### src/rtl/core/bfa_pkg.sv
`timescale 1ns / 1ps
package bfa_pkg;

  localparam int ID_W      = 16;
  localparam int REQ_W     = 11;
  localparam int BLK_OUT_W = 7;
  localparam int AMT_W     = 11;
  localparam int IN_DATA_W  = 32;
  localparam int OUT_DATA_W = 24;

  typedef enum logic [2:0] {
    ST_ALLOCATED  = 3'd0,
    ST_NO_FIT     = 3'd1,
    ST_RELEASED   = 3'd2,
    ST_NOT_FOUND  = 3'd3,
    ST_TABLE_FULL = 3'd4
  } status_t;

  typedef enum logic {
    MODE_ALLOC   = 1'b0,
    MODE_RELEASE = 1'b1
  } mode_t;

  typedef enum logic [1:0] {
    FOP_HOLD,
    FOP_REMOVE,
    FOP_INSERT
  } free_op_t;

  typedef enum logic [1:0] {
    AOP_HOLD,
    AOP_PUSH,
    AOP_REMOVE
  } alloc_op_t;

  // left-to-right chain through the free list
  typedef struct packed {
    logic seen;  // a fitting piece sits at or left of this point
    logic pass;  // every cell so far is ahead of the insert position
  } free_chain_t;

endpackage

### src/rtl/core/bfa_free_cell.sv
`timescale 1ns / 1ps
module bfa_free_cell #(
  parameter int PW = 11,
  parameter int BW = 7,
  parameter bit FIRST = 1'b0,
  parameter bit INIT_VALID = 1'b0,
  parameter logic [PW-1:0] INIT_SIZE = '0,
  parameter logic [BW-1:0] INIT_BLK = '0
) (
  input  logic                 clk,
  input  logic                 rst_n,
  input  bfa_pkg::free_op_t    op,
  input  logic [PW-1:0]        key_size,
  input  logic [BW-1:0]        key_blk,
  input  logic                 l_valid,
  input  logic [PW-1:0]        l_size,
  input  logic [BW-1:0]        l_blk,
  input  logic                 r_valid,
  input  logic [PW-1:0]        r_size,
  input  logic [BW-1:0]        r_blk,
  input  bfa_pkg::free_chain_t chain_in,
  output bfa_pkg::free_chain_t chain_out,
  output logic                 pick,
  output logic                 valid,
  output logic [PW-1:0]        size,
  output logic [BW-1:0]        blk
);

  logic          valid_r, valid_nxt;
  logic [PW-1:0] size_r, size_nxt;
  logic [BW-1:0] blk_r, blk_nxt;
  logic          hit, pass;

  assign hit  = valid_r && (size_r >= key_size);
  // an equal-size piece goes behind the head
  assign pass = valid_r && (FIRST ? (size_r <= key_size) : (size_r < key_size));

  assign chain_out.seen = chain_in.seen | hit;
  assign chain_out.pass = chain_in.pass & pass;
  assign pick = hit & ~chain_in.seen;

  always_comb begin
    valid_nxt = valid_r;
    size_nxt  = size_r;
    blk_nxt   = blk_r;
    unique case (op)
      bfa_pkg::FOP_REMOVE: begin
        if (chain_in.seen || hit) begin
          valid_nxt = r_valid;
          size_nxt  = r_size;
          blk_nxt   = r_blk;
        end
      end
      bfa_pkg::FOP_INSERT: begin
        if (!chain_in.pass) begin
          valid_nxt = l_valid;
          size_nxt  = l_size;
          blk_nxt   = l_blk;
        end else if (!pass) begin
          valid_nxt = 1'b1;
          size_nxt  = key_size;
          blk_nxt   = key_blk;
        end
      end
      default: ;
    endcase
  end

  always_ff @(posedge clk) begin
    if (!rst_n) begin
      valid_r <= INIT_VALID;
      size_r  <= INIT_VALID ? INIT_SIZE : '0;
      blk_r   <= INIT_VALID ? INIT_BLK : '0;
    end else begin
      valid_r <= valid_nxt;
      size_r  <= size_nxt;
      blk_r   <= blk_nxt;
    end
  end

  assign valid = valid_r;
  assign size  = size_r;
  assign blk   = blk_r;

endmodule

### config.mk
export PLATFORM = sky130hd
export DESIGN_NAME = bfa_free_cell
export DESIGN_NICKNAME = d
export VERILOG_FILES = /design/src/rtl/core/bfa_pkg.sv /design/src/rtl/core/bfa_free_cell.sv
export SDC_FILE = /design/constraint.sdc
export NUM_CORES = 1
export LEC_CHECK = 0
export ABC_AREA = 1
export BUFFER_PORTS_ARGS = -buffer_cell sky130_fd_sc_hd__buf_4
export CORE_MARGIN = 5
export CORE_UTILIZATION = 40
export DETAILED_ROUTE_END_ITERATION = 10
export PLACE_DENSITY = 0.74
export SETUP_SLACK_MARGIN = 0.2
export SKIP_CTS_REPAIR_TIMING = 1
export SKIP_LAST_GASP = 1
export SLEW_MARGIN = 5
export SYNTH_ARGS = -nofsm -noshare
export SYNTH_HDL_FRONTEND = slang
export SYNTH_SLANG_ARGS = --single-unit
export TNS_END_PERCENT = 5
### constraint.sdc
create_clock -name clk -period 5.25 [get_ports clk]
set_input_delay 0.525 -clock clk [delete_from_list [all_inputs] [get_ports clk]]
set_output_delay 0.525 -clock clk [all_outputs]
set_load 0.03 [all_outputs]
Yosys cells after proc, flatten, opt, wreduce, memory -nomap -nowiden --
Cells that the tools add are included.
Storage, ports and cells: word-level logic and storage cells 30, bits of input ports 62, output and inout port bits 22, flip-flop bits (word level) 19
Cells by class: reductions and logical operators 5, order comparisons 2, equality and inequality tests 4, muxes and demuxes 12, bitwise logic cells 4
Operator list (number):
- $mux W11 | 3
- $pmux W11 S2 | 1
- $mux W7 | 3
- $pmux W7 S2 | 1
- $ge A11 B11 Y1 | 1
- $lt A11 B11 Y1 | 1
- $mux W1 | 3
- $ne A3 B3 Y1 const B | 1
- $reduce_and A3 Y1 | 1
- $and A1 B1 Y1 | 2
- $eq A2 B1 Y1 const B | 1
- $eq A2 B2 Y1 const B | 1
- $logic_and A1 B1 Y1 | 2
- $ne A2 B2 Y1 const B | 1
- $pmux W1 S2 | 1
- $reduce_bool A2 Y1 | 1
- $logic_or A1 B1 Y1 | 1
- $not A1 Y1 | 1
- $or A1 B1 Y1 | 1

Longest topological paths before layout --
Gate-level depths: netlist of run 1.
depth in word-level cells 5, mapped depth 16

Worst setup path before layout of run 1 --
No wires, ideal clock.
path kind input to output, from input port key_size[10], to output port pick, buffers on the path 0, slack 2.960 ns, arrival 1.765 ns, cell stages on the path 9, cell sequence inv_1 ha_1 nand2_1 nor2_2 and2_1 nand2_1 nand4_1 nand2_1 nor2_1
On the way: cells in the longest elaborated chain, start to end 3
RTL lines:
- start, declared | line bfa_free_cell.sv:13 | input logic [PW-1:0] key_size,
- $ge A11 B11 Y1 | line bfa_free_cell.sv:34 | assign hit = valid_r && (size_r >= key_size);
- $logic_and A1 B1 Y1 | line bfa_free_cell.sv:34
- $and A1 B1 Y1 | line bfa_free_cell.sv:40 | assign pick = hit & ~chain_in.seen;
- end, declared | line bfa_free_cell.sv:23 | output logic pick,
No other way between the ends.

==> impl_metrics.json, run 1 <==
{
  "outcome": "finished, final reports clean",
  "cts.sinks": 19,
  "initial_utilization_pct": 40.9,
  "post_drt_wl_per_cell_um": 11.9,
  "synth_cell_types": 22,
  "hold_class": "flip-flop to flip-flop",
  "synth.net_count": 317,
  "grtUsageTotal_pct": 17.3,
  "via_per_inst": 4.68,
  "switchingPower_mw": 0.164,
  "grt_max_degree": 31,
  "r2r_start": "size[6]$_SDFFE_PN0P_",
  "pin_count": 84,
  "grt_overflow": 0,
  "core-area_sq_um": 3610,
  "synth_cells": 244,
  "hpwl_mm": 3.38,
  "p_clk_share_pct": 23.7,
  "grt_busiest_layer": "met2",
  "antenna_found_initial": 0,
  "nets": 393,
  "drtIter0Drc": 83,
  "setup_tns_ps": 0,
  "rsz0062_at_grt": "no",
  "syn_area_sq_um": 1480,
  "cts_buffers": 3,
  "period_share_pct": 44.9,
  "tightest_slew_ps": 798,
  "slew_violations": 0,
  "hp-start": "blk[1]$_SDFFE_PN0P_",
  "fin_area_sq_um": 2130,
  "dpl-instance-area_sq_um": 2080,
  "root_buffer": "clkbuf_8",
  "worstPathArrival_ps": 1830,
  "power_mw": 0.453,
  "syn_area_per_cell_sq_um": 6.05,
  "cp-start-kind": "primary input",
  "pwr_density_cell_nw_per_um2": 213,
  "p_int_mw": 0.290,
  "vias": 1719,
  "yosysWarnings": 0,
  "swShare_pct": 36.1,
  "fill_cells": 369,
  "use_met3_pct": 3.27,
  "rows": 22,
  "antenna_cells": 0,
  "cts.clk_slew.worst_paths_ps": 80,
  "power.leakage_nw": 1.17,
  "area_delta_synth_final_pct": 44.2,
  "antenna_left": 0,
  "die-area_sq_um": 5000,
  "cts_tree": "built",
  "grt_pass1_wl_mm": 7.16,
  "gr-usage-met2_pct": 30.4,
  "final_cell_mix": "83 x buf_4, 72 x nand2_1, 45 x nor2_1",
  "cap_violations": 0,
  "first_pass_iters": 4,
  "drive_gt1_share_pct": 28.8,
  "min_period_ps": 2360,
  "seq_area_frac_synth_pct": 25.8,
  "crit_fanout": 2,
  "required_ps": 4720,
  "crit_type": "primary input to output pin",
  "power.share.combinational_pct": 39.2,
  "io_buffers": 83,
  "setup_viol": 0,
  "end_kind": "output pin",
  "p_seq_share_pct": 37.2,
  "fmax_ghz": 0.424,
  "crit_start": "key_size[6]",
  "clk_path_buf_depth": 2,
  "grt_pass1_vias": 1653,
  "finalHoldViolCount": 0,
  "ctsHtreeMaxLevel": 1,
  "layout_commonest_cell": "buf_4",
  "place_congestion": 0.802,
  "maxSlewHeadroom_pct": 46.7,
  "drc_errors": 0,
  "grtUsageMet1_pct": 20.3,
  "insertion_delay_ps": 260,
  "finalWirelength_mm": 4.38,
  "die_h_um": 70.7,
  "ys_seq_elements": 19,
  "clock_skew_ps": 1.33,
  "die_w_um": 70.7,
  "irDropWorstVdd_mv": 0.0928
}
[cell families after synthesis]
logic type                 share of synthesized area [%]
DFF                                                 25.8
adders and majority gates                           9.33
and+or+nand+nor                                     38.5
buffers and inverters                               11.1
AOI/OAI and AO/OA                                   15.3
[per-stage QoR]
step                instances  hold WS (ps)  setup slack (ps)  util (%)
floorplan                 244           606              2960         -
global placement          363           476              2890      57.7
detailed placement        363           486              2820      57.7
CTS                       367           499              2890      59.0
global route              367           531              2780      59.0
finish                    367           499              2890      59.0
[sequential cells by signal, indices dropped and copies added (netlist names)]
name	cells
valid	1
blk	7
size	11
[metal layers]
layer	wire length, um	share of wire, %
met5	0	0
met3	255	5.8
met1	1880	43
met4	103	2.4
met2	2140	49
[path summary, 6_finish.rpt]
path / endpoint / slack, ps / cells past startpoint
hold / removal: blk[1]$_SDFFE_PN0P_ / 500 / 2
setup reg to reg: size[9]$_SDFFE_PN0P_ / 3240 / 13
setup / recovery: chain_out[0] / 2890 / 12
hold reg to reg: blk[1]$_SDFFE_PN0P_ / 500 / 2
[power by group through the flow]
stage | Combinational, mW | Clock [mW] | Sequential [mW]
after global placement | 0.176 | 0 | 0.172
after global routing | 0.198 | 0.115 | 0.171
after CTS | 0.179 | 0.112 | 0.169
after detailed placement | 0.178 | 0 | 0.172
after floorplan | 0.0831 | 0 | 0.197
final | 0.177 | 0.107 | 0.168
[synth_stat cells]
| cell | count | area (sq um) |
|---|---|---|
| nand2_1 | 72 | 270 |
| nor2_1 | 45 | 169 |
| inv_1 | 22 | 82.6 |
| a21oi_1 | 20 | 100 |
| dfxtp_1 | 19 | 380 |
| o21ai_0 | 18 | 90.1 |
| ha_1 | 11 | 138 |
| nand3_1 | 8 | 40.0 |
| clkbuf_1 | 4 | 15.0 |
| nand3b_1 | 4 | 30.0 |
| o211ai_1 | 4 | 30.0 |
| buf_6 | 3 | 33.8 |
| nand2_4 | 3 | 33.8 |
| buf_2 | 2 | 10.0 |
| buf_4 | 2 | 15.0 |
| and2_1 | 1 | 6.26 |
| buf_1 | 1 | 3.75 |
| clkinv_1 | 1 | 3.75 |
| nand2_2 | 1 | 6.26 |
| nand4_1 | 1 | 6.26 |
| nor2_2 | 1 | 6.26 |
| o21ai_1 | 1 | 5.00 |
[final cells by class]
class	count	area [sq um]	share of cell area [%]
repair buffers	83	623	29.3
multi-input cells	190	931	43.8
flip-flops and latches	19	380	17.9
inverters	23	86.3	4.06
well taps	48	60.1	2.82
clock buffers	3	41.3	1.94
clock inverters	1	5.00	0.235
[critical path: stages]
cell     delay (ps)
buf_4            80
inv_1            40
ha_1            300
nand2_1         100
nor2_1           60
and2_1          150
nand2_1          70
nand3_1          70
nor2_1          110
nand2_1         110
inv_1            70
buf_4           160
No activity file was read; power rests on OpenSTA's default activity.
==> inputs of run 2 (changes only) <==
==> constraint.sdc (replaced) <==
create_clock -name clk -period 2.45 [get_ports clk]
set_input_delay 0.245 -clock clk [delete_from_list [all_inputs] [get_ports clk]]
set_output_delay 0.245 -clock clk [all_outputs]
set_load 0.03 [all_outputs]
==> run 2 against run 1 <==
Net effect: non-clock buffer count rose by 3; via count fell by 0.58%; combinational power rose by 120%; first-iteration DRC count fell by 19%; routed wire length rose by 0.78%; sequential power rose by 110%.
==> impl_metrics.json, run 2 (same netlist as run 1, synthesis figures left out) <==
{
  "antenna_found_initial": 0,
  "grtUsageTotal_pct": 17.7,
  "layout_commonest_cell": "buf_4",
  "p_int_mw": 0.624,
  "irDropWorstVdd_mv": 0.208,
  "post-route-util_pct": 59.6,
  "setup_tns_ps": 0,
  "initial_utilization_pct": 40.9,
  "hpwl_mm": 3.50,
  "rsz0062_at_grt": "no",
  "place_ws_ps": 435,
  "core-area_sq_um": 3610,
  "cts_tree": "built",
  "drtIter0Drc": 67,
  "power.leakage_nw": 1.18,
  "maxSlewHeadroom_pct": 66.6,
  "min_period_ps": 2010,
  "cts.sinks": 19,
  "grt_pass1_vias": 1602,
  "root_buffer": "clkbuf_8",
  "clk_path_buf_depth": 2,
  "power_mw": 0.970,
  "rows": 22,
  "stdcell_count": 370,
  "fmax_ghz": 0.498,
  "final_cell_mix": "86 x buf_4, 72 x nand2_1, 45 x nor2_1",
  "finalHoldViolCount": 0,
  "outcome": "finished, final reports clean",
  "insertion_delay_ps": 260,
  "hp-start": "rst_n",
  "worst_slack_ps": 443,
  "critPathMostFrequentCell": "nand2_1",
  "route.met3.wl_um": 328,
  "grt_overflow": 0,
  "drive_gt1_share_pct": 29.5,
  "die-area_sq_um": 5000,
  "via_per_inst": 4.62,
  "cp_cell_sequence": "ha_1 -> nand2_1 -> nor2_1 -> and2_1 -> nand2_1 -> nand3_1 -> nor2_1 -> nand2_1 -> inv_1 -> buf_4",
  "cp-start-kind": "flip-flop",
  "grt_max_degree": 31,
  "cap_violations": 0,
  "max_stage_delay_ps": 330,
  "place_congestion": 0.812,
  "die_h_um": 70.7,
  "crit_type": "flip-flop to output pin",
  "required_ps": 2200,
  "largest_reg_flops": 11,
  "clock_skew_ps": 1.60,
  "switchingPower_mw": 0.346,
  "finalWirelength_mm": 4.41,
  "p_clk_share_pct": 23.2,
  "worstPathArrival_ps": 1760,
  "post_drt_wl_per_cell_um": 11.9,
  "io_buffers": 83,
  "period_share_pct": 81.9,
  "grt_pass1_wl_mm": 7.22,
  "wl_met1_mm": 1.85,
  "cts_buffers": 3,
  "crit_family": "simple AND/OR/NAND/NOR gates",
  "drc_errors": 0,
  "first_pass_iters": 4,
  "setup_viol": 0,
  "p_seq_share_pct": 37.1,
  "tightest_slew_ps": 501,
  "antenna_left": 0,
  "crit_fanout": 3,
  "vias": 1709,
  "wl_met2_mm": 2.14,
  "top_layer": "met4",
  "dp.cells": 366,
  "nets": 396,
  "ctsHtreeMaxLevel": 1,
  "slew_violations": 0,
  "hold_class": "primary input to flip-flop",
  "antenna_cells": 0,
  "critPathSlowestCell": "dfxtp_1",
  "critPathBufInv": 2,
  "crit_start": "size[6]$_SDFFE_PN0P_",
  "pin_count": 84,
  "cts.clk_slew.worst_paths_ps": 70,
  "end_kind": "output pin",
  "pwr_density_cell_nw_per_um2": 451,
  "power.share.combinational_pct": 39.7,
  "die_w_um": 70.7,
  "swShare_pct": 35.7,
  "r2r_start": "size[6]$_SDFFE_PN0P_",
  "area_delta_synth_final_pct": 45.7
}
[run 2: cell count changes in the layout (fill, tap and decap cells not counted)]
cell   delta
buf_4     +3
[run 2: cell type report]
cell class	instances	area (sq um)
Clock buffer	3	41.3
Clock inverter	1	5.00
Fill cell	396	1460
Inverter	23	86.3
Tap cell	48	60.1
Timing Repair Buffer	86	646
Sequential cell	19	380
Multi-Input combinational cell	190	931
[run 2: final timing paths]
check / cells past startpoint / slack, ps / to
worst min register to register: 2 / 490 / blk[2]$_SDFFE_PN0P_
worst min-delay path: 3 / 330 / size[9]$_SDFFE_PN0P_
worst max register to register: 13 / 490 / size[1]$_SDFFE_PN0P_
worst max-delay path: 10 / 440 / chain_out[0]
[run 2: metrics by stage]
stage	area, sq um	hold slack (ps)
finish	2150	327
global route	2150	322
CTS	2150	318
detailed placement	2100	478
global placement	2100	465
floorplan	1480	472
[run 2: worst reg2reg max path, stage by stage, from the launching register on]
cell and delay [ps]:
dfxtp_1 330, ha_1 290, nand2_1 70, nor2_1 150
and2_1 140, nand2_1 60, nand3_1 70, nor2_1 40
nand2_1 100, nand2_4 100, nand2_4 290, nand2_1 110
nand2_1 70, nor2_1 40
[run 2: power groups by stage]
stage / Sequential (mW) / Combinational (mW) / Clock, mW
2_1_floorplan: 0.422 / 0.178 / 0
3_5_place_dp: 0.366 / 0.388 / 0
5_1_grt: 0.364 / 0.429 / 0.247
3_3_place_gp: 0.366 / 0.383 / 0
6_report: 0.359 / 0.385 / 0.225
4_1_cts: 0.359 / 0.390 / 0.230
[run 2: per-layer routing]
metal | global-route usage [%] | vias to the layer above
li1 | - | 927
met3 | 4.69 | 7
met1 | 20.3 | 726
met4 | 7.10 | 0
met5 | 0 | -
met2 | 31.2 | 49
