## src/rtl/core/bfa_pkg.sv

```systemverilog
`timescale 1ns / 1ps
package bfa_pkg;

  localparam int ID_W      = 16;
  localparam int REQ_W     = 11;
  localparam int BLK_OUT_W = 7;
  localparam int AMT_W     = 11;
  localparam int IN_DATA_W  = 32;
  localparam int OUT_DATA_W = 24;

  typedef enum logic [2:0] {
    ST_ALLOCATED  = 3'd0,
    ST_NO_FIT     = 3'd1,
    ST_RELEASED   = 3'd2,
    ST_NOT_FOUND  = 3'd3,
    ST_TABLE_FULL = 3'd4
  } status_t;

  typedef enum logic {
    MODE_ALLOC   = 1'b0,
    MODE_RELEASE = 1'b1
  } mode_t;

  typedef enum logic [1:0] {
    FOP_HOLD,
    FOP_REMOVE,
    FOP_INSERT
  } free_op_t;

  typedef enum logic [1:0] {
    AOP_HOLD,
    AOP_PUSH,
    AOP_REMOVE
  } alloc_op_t;

  // left-to-right chain through the free list
  typedef struct packed {
    logic seen;  // a fitting piece sits at or left of this point
    logic pass;  // every cell so far is ahead of the insert position
  } free_chain_t;

endpackage

```

## src/rtl/core/bfa_alloc_cell.sv

```systemverilog
`timescale 1ns / 1ps
module bfa_alloc_cell #(
  parameter int BW = 7
) (
  input  logic                        clk,
  input  logic                        rst_n,
  input  bfa_pkg::alloc_op_t          op,
  input  logic [bfa_pkg::ID_W-1:0]    key_tag,
  input  logic [BW-1:0]               key_blk,
  input  logic [bfa_pkg::REQ_W-1:0]   key_bytes,
  input  logic                        l_valid,
  input  logic                        r_valid,
  input  logic [bfa_pkg::ID_W-1:0]    r_tag,
  input  logic [BW-1:0]               r_blk,
  input  logic [bfa_pkg::REQ_W-1:0]   r_bytes,
  input  logic                        seen_in,
  input  logic                        later_in,
  output logic                        seen_out,
  output logic                        later_out,
  output logic                        sel,
  output logic                        valid,
  output logic [bfa_pkg::ID_W-1:0]    tag,
  output logic [BW-1:0]               blk,
  output logic [bfa_pkg::REQ_W-1:0]   bytes
);

  logic                      valid_r, valid_nxt;
  logic [bfa_pkg::ID_W-1:0]  tag_r, tag_nxt;
  logic [BW-1:0]             blk_r, blk_nxt;
  logic [bfa_pkg::REQ_W-1:0] bytes_r, bytes_nxt;
  logic                      match;

  assign match     = valid_r && (tag_r == key_tag);
  // newest match wins: nothing matching further right
  assign sel       = match & ~later_in;
  assign later_out = later_in | match;
  assign seen_out  = seen_in | sel;

  always_comb begin
    valid_nxt = valid_r;
    tag_nxt   = tag_r;
    blk_nxt   = blk_r;
    bytes_nxt = bytes_r;
    unique case (op)
      bfa_pkg::AOP_PUSH: begin
        if (l_valid && !valid_r) begin
          valid_nxt = 1'b1;
          tag_nxt   = key_tag;
          blk_nxt   = key_blk;
          bytes_nxt = key_bytes;
        end
      end
      bfa_pkg::AOP_REMOVE: begin
        if (seen_in || sel) begin
          valid_nxt = r_valid;
          tag_nxt   = r_tag;
          blk_nxt   = r_blk;
          bytes_nxt = r_bytes;
        end
      end
      default: ;
    endcase
  end

  always_ff @(posedge clk) begin
    if (!rst_n) begin
      valid_r <= 1'b0;
    end else begin
      valid_r <= valid_nxt;
    end
  end

  always_ff @(posedge clk) begin
    tag_r   <= tag_nxt;
    blk_r   <= blk_nxt;
    bytes_r <= bytes_nxt;
  end

  assign valid = valid_r;
  assign tag   = tag_r;
  assign blk   = blk_r;
  assign bytes = bytes_r;

endmodule

```

## config.mk

```make
export PLATFORM = sky130hd
export DESIGN_NAME = bfa_alloc_cell
export DESIGN_NICKNAME = d
export VERILOG_FILES = /design/src/rtl/core/bfa_pkg.sv /design/src/rtl/core/bfa_alloc_cell.sv
export SDC_FILE = /design/constraint.sdc
export NUM_CORES = 1
export LEC_CHECK = 0
export BUFFER_PORTS_ARGS = -buffer_cell sky130_fd_sc_hd__buf_2
export CAP_MARGIN = 0
export CELL_PAD_IN_SITES_DETAIL_PLACEMENT = 1
export CELL_PAD_IN_SITES_GLOBAL_PLACEMENT = 1
export CORE_MARGIN = 2
export CORE_UTILIZATION = 30
export CTS_BUF_LIST = sky130_fd_sc_hd__clkbuf_8
export DETAILED_ROUTE_END_ITERATION = 12
export PLACE_DENSITY_LB_ADDON = 0.1
export SLEW_MARGIN = 20
export SYNTH_ARGS = -nofsm -noshare
export SYNTH_HDL_FRONTEND = slang
export SYNTH_SLANG_ARGS = --single-unit
```

## constraint.sdc

```tcl
create_clock -name clk -period 5.1 [get_ports clk]
set_input_delay 0.765 -clock clk [delete_from_list [all_inputs] [get_ports clk]]
set_output_delay 0.765 -clock clk [all_outputs]
set_load 0.01 [all_outputs]
```

Yosys cells after proc, flatten, opt, wreduce, memory -nomap -nowiden
Cells that the tools add are included.
{ "word_totals": {"out_inout_bits": 38, "wordCells": 31, "ramBits": 0, "inputBits": 76, "ff_bits": 35, "n_memories": 0, "mem_bits_ro": 0, "latch_bits": 0} }
{ "classes": {"eq_ne": 5, "reduce_logical": 6, "bitwise_logic": 4, "magnitude_cmp": 0, "shift": 0, "n_mux": 12, "multipliers": 0, "div": 0, "add_sub_neg": 0} }
{ "op_table": {"columns": ["op", "count"], "rows": [
  ["16-bit two-way mux", 2],
  ["16-bit one-hot mux with 2 select lines", 1],
  ["11-bit two-way mux", 2],
  ["11-bit one-hot mux with 2 select lines", 1],
  ["16-bit equality test", 1],
  ["7-bit two-way mux", 2],
  ["7-bit one-hot mux with 2 select lines", 1],
  ["2-bit inequality test, second input constant", 2],
  ["3-bit AND reduction", 1],
  ["2-bit by 1-bit equality test with 1-bit output, second input constant", 1],
  ["2-bit equality test, second input constant", 1],
  ["1-bit logical AND", 2],
  ["1-bit two-way mux", 2],
  ["1-bit OR", 2],
  ["1-bit one-hot mux with 2 select lines", 1],
  ["2-bit nonzero test", 1],
  ["1-bit AND", 1],
  ["1-bit logical NOT", 1],
  ["1-bit logical OR", 1],
  ["1-bit NOT", 1]
]} }

Longest topological paths before layout
Gate-level depths: netlist of the first run.
{ "depth": {"word_depth": 6, "ltp_mapped": 5, "ltp_nobuf": 4} }

Worst setup path after synthesis of the first run
OpenSTA, ideal clock, no wires.
{ "synth_timing": {"path_type": "in2reg", "startpoint": "input key_tag[3] (netlist bit)", "endpoint": "register blk_r[0], in the netlist blk[0], enable pin", "slack_ns": 0.813, "t_required_ns": 4.628, "arrival_time_ns": 3.814, "setup_ns": 0.472, "stages": 4, "n_path_buf": 0, "cell_sequence": "inv_1 -> a222oi_1 -> nand4_1 -> o21ai_0"} }
{ "synth_via": {"elab_chain_len": 6} }
{ "synth_rtl": {"columns": ["element", "line", "text"], "rows": [
  ["start, declared", "bfa_alloc_cell.sv:8", "input logic [bfa_pkg::ID_W-1:0] key_tag,"],
  ["16-bit equality test", "bfa_alloc_cell.sv:33", "assign match = valid_r && (tag_r == key_tag);"],
  ["1-bit logical AND", "bfa_alloc_cell.sv:33", null],
  ["1-bit AND", "bfa_alloc_cell.sv:35", "assign sel = match & ~later_in;"],
  ["1-bit logical OR", "bfa_alloc_cell.sv:54", "if (seen_in || sel) begin"],
  ["2-bit inequality test (no line)", null, null],
  ["3-bit AND reduction (no line)", null, null],
  ["end signal, assigned", "bfa_alloc_cell.sv:75", "blk_r <= blk_nxt;"],
  ["end, declared", "bfa_alloc_cell.sv:29", "logic [BW-1:0] blk_r, blk_nxt;"]
]} }
Every way passes these cells.
A chain may end at the register's enable or synchronous reset.

Worst setup path in the final report of the first run
{ "layout_timing": {"startpoint": "input key_tag[3] (netlist bit)", "endpoint": "output seen_out"} }
{ "layout_via": {"elab_chain_len": 4} }
{ "layout_rtl": {"columns": ["element", "line", "text"], "rows": [
  ["16-bit equality test", "bfa_alloc_cell.sv:33", null],
  ["1-bit logical AND", "bfa_alloc_cell.sv:33", null],
  ["1-bit AND", "bfa_alloc_cell.sv:35", null],
  ["1-bit OR", "bfa_alloc_cell.sv:37", "assign seen_out = seen_in | sel;"],
  ["end, declared", "bfa_alloc_cell.sv:18", "output logic seen_out,"]
]} }
Every way passes these cells.

==> reports/qor.log, run 1 <==
[synthesis] Most used DFF post-synth edfxtp_1
[synthesis] mean instance size in the synthesized netlist 9.473 sq um
[run] number of maximum-capacitance constraint violations 0
[setup_path] required time of the critical path 4.34 ns
[cts] CTS Sinks 35
[route] DRT Wirelength 4937 um
[cts] clock edge transition at the registers on the reported setup and hold paths 0.06 ns
[route] average wire per cell in the routed design 12.99 um
[setup_path] startpoint class of the critical path primary input
[synthesis] largest cells by area after synthesis edfxtp_1 57%, nand2_1 21%, xor2_1 5.4%
[cts] CTS tree done
[die] die boundary height 81.26 um
[cts] # H-tree levels 2
[route] Iter 0 DRT Violations 70
[synthesis] post-synthesis cell area 0.001790 sq mm
[hold_path] worst hold path class reg2reg
[setup_path] kind of critical path in2out
[route] routed via count divided by cell count 4.445
[pwr] sw frac 25.28%
[route] number of antenna-violating nets in the routed design 0
[cts] Post-CTS Setup Bufs 0
[placement] buffers added on ports 113
[setup_path] Critical Path Sink Type output pin
[die] core area 0.005851 sq mm
[timing] Worst Max-Slew Pin Slew 0.5652 ns
[cts] number of clock buffers inserted by TritonCTS 5
[outcome] outcome complete, no violations
[setup_path] series of cell instances along the critical path buf_2 > inv_1 > a222oi_1 > nand4_1 > o31ai_1 > buf_2
[pwr] sequential group share of total power 53.3%
[cells_and_area] share of final-layout standard cells stronger than drive strength 1 41.64%
[setup_path] cell mode on critical path buf_2
[synthesis] Synth top area share 57.02%
[timing] Max Transition Viols Final 0
[timing] post-route fraction of the period consumed by the critical path 55.51%
[placement] Routability Congestion 0.6908
[die] Top Ports 114
[timing] final setup fails 0
[synthesis] synthesized instance count 189
[setup_path] RR Endpoint tag[2]
[grt] initial antenna violation count 0
[synthesis] post-synth net total 265
[pwr] clock group share of total power 28.1%
[grt] via count of the first global-routing pass 1609
[timing] skew final 0.005595 ns
[setup_path] flop2flop setup slack 2.87 ns
[synthesis] share of async-settable or async-resettable flops after synthesis 0%
[setup_path] top fanout value on the critical path 4
[cells_and_area] Layout Nets 380
[hold_path] worst-case hold path end point valid
[cells_and_area] growth of design area from synthesis to finish 42.70%
[grt] global-route usage over all layers 15.63%
[timing] final period demand of the worst path 2.831 ns
[hold_path] worst hold start valid
[timing] final number of hold-violating endpoints 0
[route] First-pass DRT Iterations 4
[route] total DRC errors in the routed layout 0
[timing] setup_tns 0 ns
[placement] post-detail-place hpwl 3751 um
[setup_path] peak per-stage delay on the critical path 0.37 ns
[pwr] Net Switching 164.1 uW
[synthesis] Yosys reg bits 35
[synthesis] warnings from Yosys 0
[placement] count of placed standard cells including taps 371
[timing] RSZ-0062 raised after global routing no
[die] width of the chip 81.26 um
[die] number of placement rows 28
[cells_and_area] Antenna diodes 0
[setup_path] cell with the biggest individual delay on the critical path a222oi_1
[hold_path] count of cells along the worst hold path 2
[synthesis] post-synth cell types 28
[synthesis] leading cell types by count after synthesis 99 x nand2_1, 34 x edfxtp_1, 11 x xor2_1
[setup_path] beginning of the worst register-to-register path tag[3]
[timing] relative max-transition margin 62.18%
[synthesis] most frequent cell after synthesis nand2_1
[grt] largest net degree at the start of global routing 39
[die] area of the die 0.006602 sq mm
[pwr] peak supply drop 0.1156 mV
[grt] Remaining Overflow, GRT 0
[cts] number of buffers on the longest clock path 2
[die] starting density of the core 30.60%
[setup_path] data arrival time of the worst path 2.07 ns
[cts] root cell of the clock tree clkbuf_8
[cts] cts repair resizes 0
[pwr] Cell Int Power 484.9 uW
[synthesis] sequential area share after synthesis 58.14%
[cts] worst skew pair latency 0.28 ns
[grt] first-pass GRT wire length 7762 um
[pwr] Power per Cell Area 254.0 mW/mm^2
[pwr] LEAKAGE 0.001263 uW
[route] vias after detailed routing 1689
[setup_path] depth of the worst register-to-register path 4
[cells_and_area] non-filler instance count after layout 380
[pwr] combinational power share 18.7%
[synthesis] biggest area consumer among synthesized cells edfxtp_1
[timing] maximum clock frequency 353.2 MHz
[synthesis] EDFF count, synth 34
[cts] total of hold buffers inserted after clock tree synthesis 0
[cells in the final DEF (no fill, tap or decap), types with 2 or more instances in the layout]
cell	Yosys	routed
a21oi_1	3	3
buf_2	2	113
buf_4	0	2
clkbuf_8	0	5
edfxtp_1	34	34
inv_1	4	6
nand2_1	99	99
nand2b_1	3	3
nor2_1	4	4
o21ai_0	3	2
o31ai_1	2	2
xnor2_1	2	2
xor2_1	11	11
[power by group through the flow]
stage	Clock, uW	Sequential, uW	Combinational (uW)
floorplan	0	361	49.3
global placement	0	352	118
detailed placement	0	352	120
CTS	192	346	120
global route	204	347	137
finish	182	346	121
[how the worst max path moves through the flow]
stage          slack [ns]  depth (start not counted)         from        to
3_5_place_dp         2.14                          5   key_tag[3]  bytes[0]
6_report             2.27                          6   key_tag[3]  seen_out
5_1_grt              2.19                          6   key_tag[3]  seen_out
2_1_floorplan        0.81                          4   key_tag[3]    blk[0]
4_1_cts              2.24                          6  key_tag[14]  seen_out
3_3_place_gp         2.20                          5   key_tag[8]  bytes[1]
[layer usage]
layer  routed length [um]  share of wire, %  global-route usage, %
met4                   25              0.51                  4.068
met1                 2078                42                  20.10
met3                  479               9.7                  5.444
met5                    0                 0                      0
met2                 2354                48                  25.12
[final cells by class]
| class | count | area [sq um] |
|---|---|---|
| clock buffers | 5 | 68.82 |
| fillers | 736 | 3296 |
| repair buffers | 116 | 608.1 |
| well taps | 75 | 93.84 |
| clock inverters | 3 | 12.51 |
| multi-input cells | 142 | 715.7 |
| flip-flops and latches | 35 | 1041 |
| inverters | 4 | 15.01 |
[state kept, by name, indices dropped and copies added (netlist names)]
| register | count |
|---|---|
| valid | 1 |
| bytes | 11 |
| tag | 16 |
| blk | 7 |
[cells by family (layout without fill, tap and decap cells)]
group / Yosys count / in the layout / synth area share, %
XOR/XNOR: 13 / 13 / 6.359
AND/OR/NAND/NOR: 117 / 117 / 28.23
flip-flops: 35 / 35 / 58.14
AO/OA/AOI/OAI: 12 / 12 / 4.612
buffers and inverters: 12 / 128 / 2.655
[metrics by stage]
step / setup slack [ns] / util (%) / hold slack, ns / area (sq um) / total power, uW
6_report: 2.269 / 43.67 / 0.6690 / 2555 / 649.0
2_1_floorplan: 0.8134 / - / 0.6312 / 1790 / 410.8
3_3_place_gp: 2.204 / 41.81 / 0.6458 / 2446 / 470.3
4_1_cts: 2.241 / 43.20 / 0.6712 / 2527 / 658.1
3_5_place_dp: 2.137 / 41.81 / 0.6565 / 2446 / 472.0
5_1_grt: 2.189 / 43.67 / 0.6985 / 2555 / 687.7
[critical path, delay by kind of cell]
family | cells | cell delay [ns]
AO/OA/AOI/OAI | 2 | 0.67
AND/OR/NAND/NOR | 1 | 0.32
buffers and inverters | 3 | 0.32
Power figures use the tool's default switching activity.
==> inputs of run 2 (changes only) <==
- CORE_UTILIZATION: 30 -> 28
- clock period: 5.1 -> 2.4 ns (I/O delays scaled with it)
==> run 2 against run 1 <==
Design area rose by 2.6%. Via count up 0.30%. Clock power rose to 3.4 times the previous value. Clock skew shrank 0.0017 ns. Register-to-register slack lost 2.5 ns. Non-clock buffer count rose by 2. Total power grew 150%. Worst setup slack worse by 2.1 ns. Combinational power up 110%. Highest routed layer unchanged.
==> reports/qor.log, run 2 (same netlist as run 1, synthesis figures left out) <==
[cts] worst skew pair latency 0.28 ns [about the same]
[cts] number of buffers on the longest clock path 2 [unchanged]
[grt] via count of the first global-routing pass 1844 [was 1609]
[cts] total of hold buffers inserted after clock tree synthesis 0 [unchanged]
[setup_path] depth of the worst register-to-register path 4 [unchanged]
[cts] number of clock buffers inserted by TritonCTS 5 [unchanged]
[timing] Max Transition Viols Final 0 [unchanged]
[cells_and_area] most common library cell in the layout ignoring fill and taps buf_2 [unchanged]
[pwr] total power draw 1617 uW [was 649.0 uW]
[die] die boundary height 83.97 um [was 81.26 um]
[grt] initial antenna violation count 0 [unchanged]
[die] area of the die 0.007050 sq mm [was 0.006602 sq mm]
[setup_path] startpoint class of the critical path flop [was primary input]
[cts] CTS tree done [unchanged]
[route] number of antenna-violating nets in the routed design 0 [unchanged]
[pwr] clock group share of total power 38.6% [was 28.1%]
[pwr] Power per Cell Area 617.0 mW/mm^2 [was 254.0 mW/mm^2]
[setup_path] crit path from tag[3] [was key_tag[3]]
[cells_and_area] non-filler instance count after layout 384 [was 380]
[setup_path] Critical Path Sink Type output pin [unchanged]
[pwr] combinational power share 16.0% [was 18.7%]
[cells_and_area] final cell utilization of the core 41.76% [was 43.67%]
[die] number of placement rows 29 [was 28]
[cts] clock edge transition at the registers on the reported setup and hold paths 0.07 ns [was 0.06 ns]
[placement] count of placed standard cells including taps 375 [was 371]
[timing] final setup fails 0 [unchanged]
[setup_path] flop2flop setup slack 0.41 ns [was 2.87 ns]
[route] First-pass DRT Iterations 4 [unchanged]
[placement] Routability Congestion 0.7312 [was 0.6908]
[pwr] Cell Int Power 1247 uW [was 484.9 uW]
[timing] worst-case hold slack 0.3314 ns [was 0.6690 ns]
[pwr] LEAKAGE 0.001293 uW [was 0.001263 uW]
[cts] Post-CTS Setup Bufs 0 [unchanged]
[setup_path] top fanout value on the critical path 3 [was 4]
[pwr] Net Switching 370.7 uW [was 164.1 uW]
[run] number of maximum-capacitance constraint violations 0 [unchanged]
[die] width of the chip 83.97 um [was 81.26 um]
[timing] final number of hold-violating endpoints 0 [unchanged]
[setup_path] data arrival time of the worst path 1.92 ns [was 2.07 ns]
[setup_path] kind of critical path reg2out [was in2out]
[pwr] sw frac 22.92% [was 25.28%]
[cells_and_area] Layout Nets 382 [was 380]
[cells_and_area] commonest non-fill, non-tap cells in the layout 113 x buf_2, 99 x nand2_1, 34 x edfxtp_1 [unchanged]
[timing] RSZ-0062 raised after global routing yes [was no]
[timing] setup_tns 0 ns [unchanged]
[grt] global-route usage over all layers 15.33% [was 15.63%]
[cts] # H-tree levels 2 [unchanged]
[grt] largest net degree at the start of global routing 38 [was 39]
[route] routed via count divided by cell count 4.411 [was 4.445]
[cells_and_area] Antenna diodes 0 [unchanged]
[grt] Remaining Overflow, GRT 0 [unchanged]
[timing] post-route fraction of the period consumed by the critical path 94.90%
[route] DRT Wirelength 5241 um [was 4937 um]
[outcome] outcome complete, no violations [unchanged]
[placement] post-detail-place hpwl 4029 um [was 3751 um]
[setup_path] end point of the critical path later_out [was seen_out]
[die] starting density of the core 28.52% [was 30.60%]
[timing] relative max-transition margin 73.05% [was 62.18%]
[cts] root cell of the clock tree clkbuf_8 [unchanged]
[die] core area 0.006277 sq mm [was 0.005851 sq mm]
[timing] maximum clock frequency 439.1 MHz
[route] average wire per cell in the routed design 13.65 um [was 12.99 um]
[die] Top Ports 114 [unchanged]
[route] Iter 0 DRT Violations 18 [was 70]
[cells_and_area] growth of design area from synthesis to finish 46.40% [was 42.70%]
[timing] Worst Max-Slew Pin Slew 0.4042 ns [was 0.5652 ns]
[pwr] peak supply drop 0.2880 mV [was 0.1156 mV]
[hold_path] worst hold path class in2reg [was reg2reg]
[placement] buffers added on ports 113 [unchanged]
[grt] first-pass GRT wire length 8514 um [was 7762 um]
[pwr] sequential group share of total power 45.4% [was 53.3%]
[timing] skew final 0.003858 ns [was 0.005595 ns]
[cts] CTS Sinks 35 [unchanged]
[route] total DRC errors in the routed layout 0 [unchanged]
[timing] final period demand of the worst path 2.277 ns
[cts] cts repair resizes 0 [unchanged]
[cells_and_area] flip-flop count of the largest register, all copies and words added 16 [unchanged]
[setup_path] required time of the critical path 2.04 ns [was 4.34 ns]
[setup_path] RR Endpoint tag[14] [was tag[2]]
[setup_path] beginning of the worst register-to-register path tag[3] [unchanged]
[cells_and_area] share of final-layout standard cells stronger than drive strength 1 42.35% [was 41.64%]
[route] vias after detailed routing 1694 [was 1689]
run 2: cell type report:
cell class / instances / area, sq um
Sequential cell: 35 / 1041
Multi-Input combinational cell: 142 / 720.7
Inverter: 4 / 15.01
Clock buffer: 5 / 68.82
Clock inverter: 3 / 63.81
Timing Repair Buffer: 118 / 615.6
Fill cell: 793 / 3656
Tap cell: 77 / 96.34
run 2: stage by stage:
stage	cell area, sq um	setup slack [ns]
6_report	2621	0.1225
5_1_grt	2621	-0.02980
4_1_cts	2614	0.07600
3_5_place_dp	2481	0.3113
3_3_place_gp	2481	0.3413
2_1_floorplan	1802	0.2452
run 2: worst min path at each step:
stage                     to  depth (start not counted)  startpoint  slack, ns
detailed placement    tag[0]                          3    r_tag[0]       0.62
global route        bytes[4]                          3  r_bytes[4]       0.33
finish              bytes[4]                          3  r_bytes[4]       0.33
CTS                   tag[0]                          3    r_tag[0]       0.32
floorplan             blk[0]                          2    r_blk[0]       0.53
global placement      blk[5]                          3    r_blk[5]       0.62
run 2: metal layers:
layer	vias to the layer above	wire length [um]	share of wire [%]	global-route usage (%)
li1	858	-	-	-
met1	761	2167	41	17.99
met2	67	2607	50	26.69
met3	8	370	7.1	4.352
met4	0	96	1.8	5.425
met5	-	0	0	0
run 2: power by group through the flow:
stage	Combinational, uW	Clock (uW)	Sequential, uW
finish	259	624	734
global route	293	671	738
CTS	266	649	734
detailed placement	265	0	748
global placement	261	0	746
floorplan	107	0	765
run 2: critical path, cell delays in order (launching register included):
cell and delay (ns):
edfxtp_1 0.41, a222oi_1 0.43, nand4_1 0.29, buf_4 0.22, o21bai_1 0.13, buf_2 0.15
==> inputs of run 3 (changes only) <==
- MAX_ROUTING_LAYER: default -> met4
==> run 3 against run 2 <==
Worst hold slack about the same. Wire length about the same. Clock power about the same. Via count shrank 0.24%. Sequential cell count unchanged. Global-route usage is 0.46 points higher. Maximum frequency barely moved. Total power hardly changed. Utilization unchanged. Non-clock buffer count is the same. Critical endpoint unchanged. Largest cell class unchanged.
==> reports/qor.log, run 3 (same netlist as run 1, synthesis figures left out) <==
[timing] skew final 0.003896 ns [was 0.003858 ns]
[grt] global-route usage over all layers 15.78% [was 15.33%]
[setup_path] kind of critical path reg2out [unchanged]
[setup_path] top fanout value on the critical path 3 [unchanged]
[die] die boundary height 83.97 um [unchanged]
[route] routed via count divided by cell count 4.401 [was 4.411]
[route] Iter 0 DRT Violations 22 [was 18]
[die] Top Ports 114 [unchanged]
[cells_and_area] growth of design area from synthesis to finish 46.40% [unchanged]
[grt] largest net degree at the start of global routing 38 [unchanged]
[route] average wire per cell in the routed design 13.66 um [was 13.65 um]
[cts] number of buffers on the longest clock path 2 [unchanged]
[pwr] LEAKAGE 0.001293 uW [unchanged]
[timing] Worst Max-Slew Pin Slew 0.4042 ns [about the same]
[cells_and_area] share of final-layout standard cells stronger than drive strength 1 42.35% [unchanged]
[grt] initial antenna violation count 0 [unchanged]
[cts] CTS tree done [unchanged]
[timing] final setup fails 0 [unchanged]
[placement] count of placed standard cells including taps 375 [unchanged]
[cts] cts repair resizes 0 [unchanged]
[cts] worst skew pair latency 0.28 ns [about the same]
[route] First-pass DRT Iterations 4 [unchanged]
[route] vias after detailed routing 1690 [was 1694]
[cts] total of hold buffers inserted after clock tree synthesis 0 [unchanged]
[cells_and_area] commonest non-fill, non-tap cells in the layout 113 x buf_2, 99 x nand2_1, 34 x edfxtp_1 [unchanged]
[timing] maximum clock frequency 439.2 MHz [was 439.1 MHz]
[placement] cell area reported after detailed placement 0.002481 sq mm [unchanged]
[die] number of placement rows 29 [unchanged]
[pwr] combinational power share 16.0% [about the same]
[route] DRT Wirelength 5244 um [was 5241 um]
[placement] pre-CTS worst setup slack 0.3113 ns [unchanged]
[timing] Max Transition Viols Final 0 [unchanged]
[setup_path] startpoint class of the critical path flop [unchanged]
[cells_and_area] Layout Nets 382 [unchanged]
[timing] final period demand of the worst path 2.277 ns [about the same]
[placement] buffers added on ports 113 [unchanged]
[pwr] Cell Int Power 1247 uW [about the same]
[timing] final number of hold-violating endpoints 0 [unchanged]
[grt] Remaining Overflow, GRT 0 [unchanged]
[die] area of the die 0.007050 sq mm [unchanged]
[grt] via count of the first global-routing pass 1848 [was 1844]
[die] starting density of the core 28.52% [unchanged]
[cts] # H-tree levels 2 [unchanged]
[timing] RSZ-0062 raised after global routing yes [unchanged]
[cells_and_area] flip-flop count of the largest register, all copies and words added 16 [unchanged]
[pwr] clock group share of total power 38.6% [about the same]
[timing] relative max-transition margin 73.05% [about the same]
[pwr] peak supply drop 0.2880 mV [about the same]
[cts] root cell of the clock tree clkbuf_8 [unchanged]
[die] width of the chip 83.97 um [unchanged]
[pwr] sw frac 22.91% [was 22.92%]
[route] number of antenna-violating nets in the routed design 0 [unchanged]
[cells_and_area] cell area after layout 0.002621 sq mm [unchanged]
[route] total DRC errors in the routed layout 0 [unchanged]
[cells_and_area] most common library cell in the layout ignoring fill and taps buf_2 [unchanged]
[placement] post-detail-place hpwl 4029 um [unchanged]
[setup_path] required time of the critical path 2.04 ns [about the same]
[setup_path] data arrival time of the worst path 1.92 ns [about the same]
[die] core area 0.006277 sq mm [unchanged]
[run] number of maximum-capacitance constraint violations 0 [unchanged]
[timing] slack of the critical path 0.1232 ns [was 0.1225 ns]
[setup_path] Critical Path Sink Type output pin [unchanged]
[outcome] outcome complete, no violations [unchanged]
[pwr] Power per Cell Area 616.9 mW/mm^2 [was 617.0 mW/mm^2]
[placement] Routability Congestion 0.7401 [was 0.7312]
[cells_and_area] fill cell total of the finished layout 793 [unchanged]
[cells_and_area] non-filler instance count after layout 384 [unchanged]
[cts] clock edge transition at the registers on the reported setup and hold paths 0.07 ns [about the same]
[cts] number of clock buffers inserted by TritonCTS 5 [unchanged]
[cts] CTS Sinks 35 [unchanged]
[timing] post-route fraction of the period consumed by the critical path 94.87% [was 94.90%]
[pwr] Net Switching 370.5 uW [was 370.7 uW]
[pwr] sequential group share of total power 45.4% [about the same]
[cells_and_area] Antenna diodes 0 [unchanged]
[grt] first-pass GRT wire length 8521 um [was 8514 um]
[hold_path] worst hold path class in2reg [unchanged]
[run 3: cell counts in the layout (fill, tap and decap cells not counted)]
No cell type changed its count.
[run 3: through the flow]
step                util, %  total power, uW  setup TNS, ns  hold slack [ns]
finish                41.76             1617              0           0.3319
global route          41.76             1702       -0.05361           0.3283
detailed placement    39.53             1013              0           0.6247
floorplan                 -            871.8              0           0.5344
global placement      39.53             1008              0           0.6200
CTS                   41.64             1649              0           0.3191
[run 3: cell type report]
| type | count | area [sq um] | area share [%] |
|---|---|---|---|
| Clock buffer | 5 | 68.82 | 2.625 |
| Sequential cell | 35 | 1041 | 39.71 |
| Clock inverter | 3 | 63.81 | 2.434 |
| Multi-Input combinational cell | 142 | 720.7 | 27.49 |
| Tap cell | 77 | 96.34 | 3.675 |
| Inverter | 4 | 15.01 | 0.5728 |
| Timing Repair Buffer | 118 | 615.6 | 23.48 |
[run 3: metal layers]
| metal | routed length [um] | part of all wire (%) | global-route usage [%] | vias up |
|---|---|---|---|---|
| li1 | - | - | - | 858 |
| met5 | 0 | 0 | - | - |
| met4 | 96 | 1.8 | 5.425 | 0 |
| met1 | 2234 | 43 | 18.62 | 757 |
| met2 | 2606 | 50 | 26.76 | 67 |
| met3 | 307 | 5.9 | 3.363 | 8 |
[run 3: repair_timing]
action                                 CTS  global route
setup endpoints to repair                0             1
setup buffers                            0             1
endpoints found under the hold margin    0             0
[run 3: power groups by stage]
stage               clock network [uW]  registers [uW]  logic, uW
floorplan                            0             765        107
global placement                     0             746        261
detailed placement                   0             748        265
CTS                                649             734        266
global route                       671             738        293
finish                             624             734        259
[run 3: worst max-delay path: stages, from the launching register on]
cell	delay, ns
edfxtp_1	0.41
a222oi_1	0.43
nand4_1	0.29
buf_4	0.22
o21bai_1	0.13
buf_2	0.15
[run 3: path summary, 6_finish.rpt]
path,from,cells past startpoint,slack [ns],end
worst min register to register,valid,2,0.68,valid
worst min-delay path,r_bytes[4],3,0.33,bytes[4]
worst max register to register,tag[3],4,0.40,bytes[1]
worst max-delay path,tag[3],5,0.12,later_out
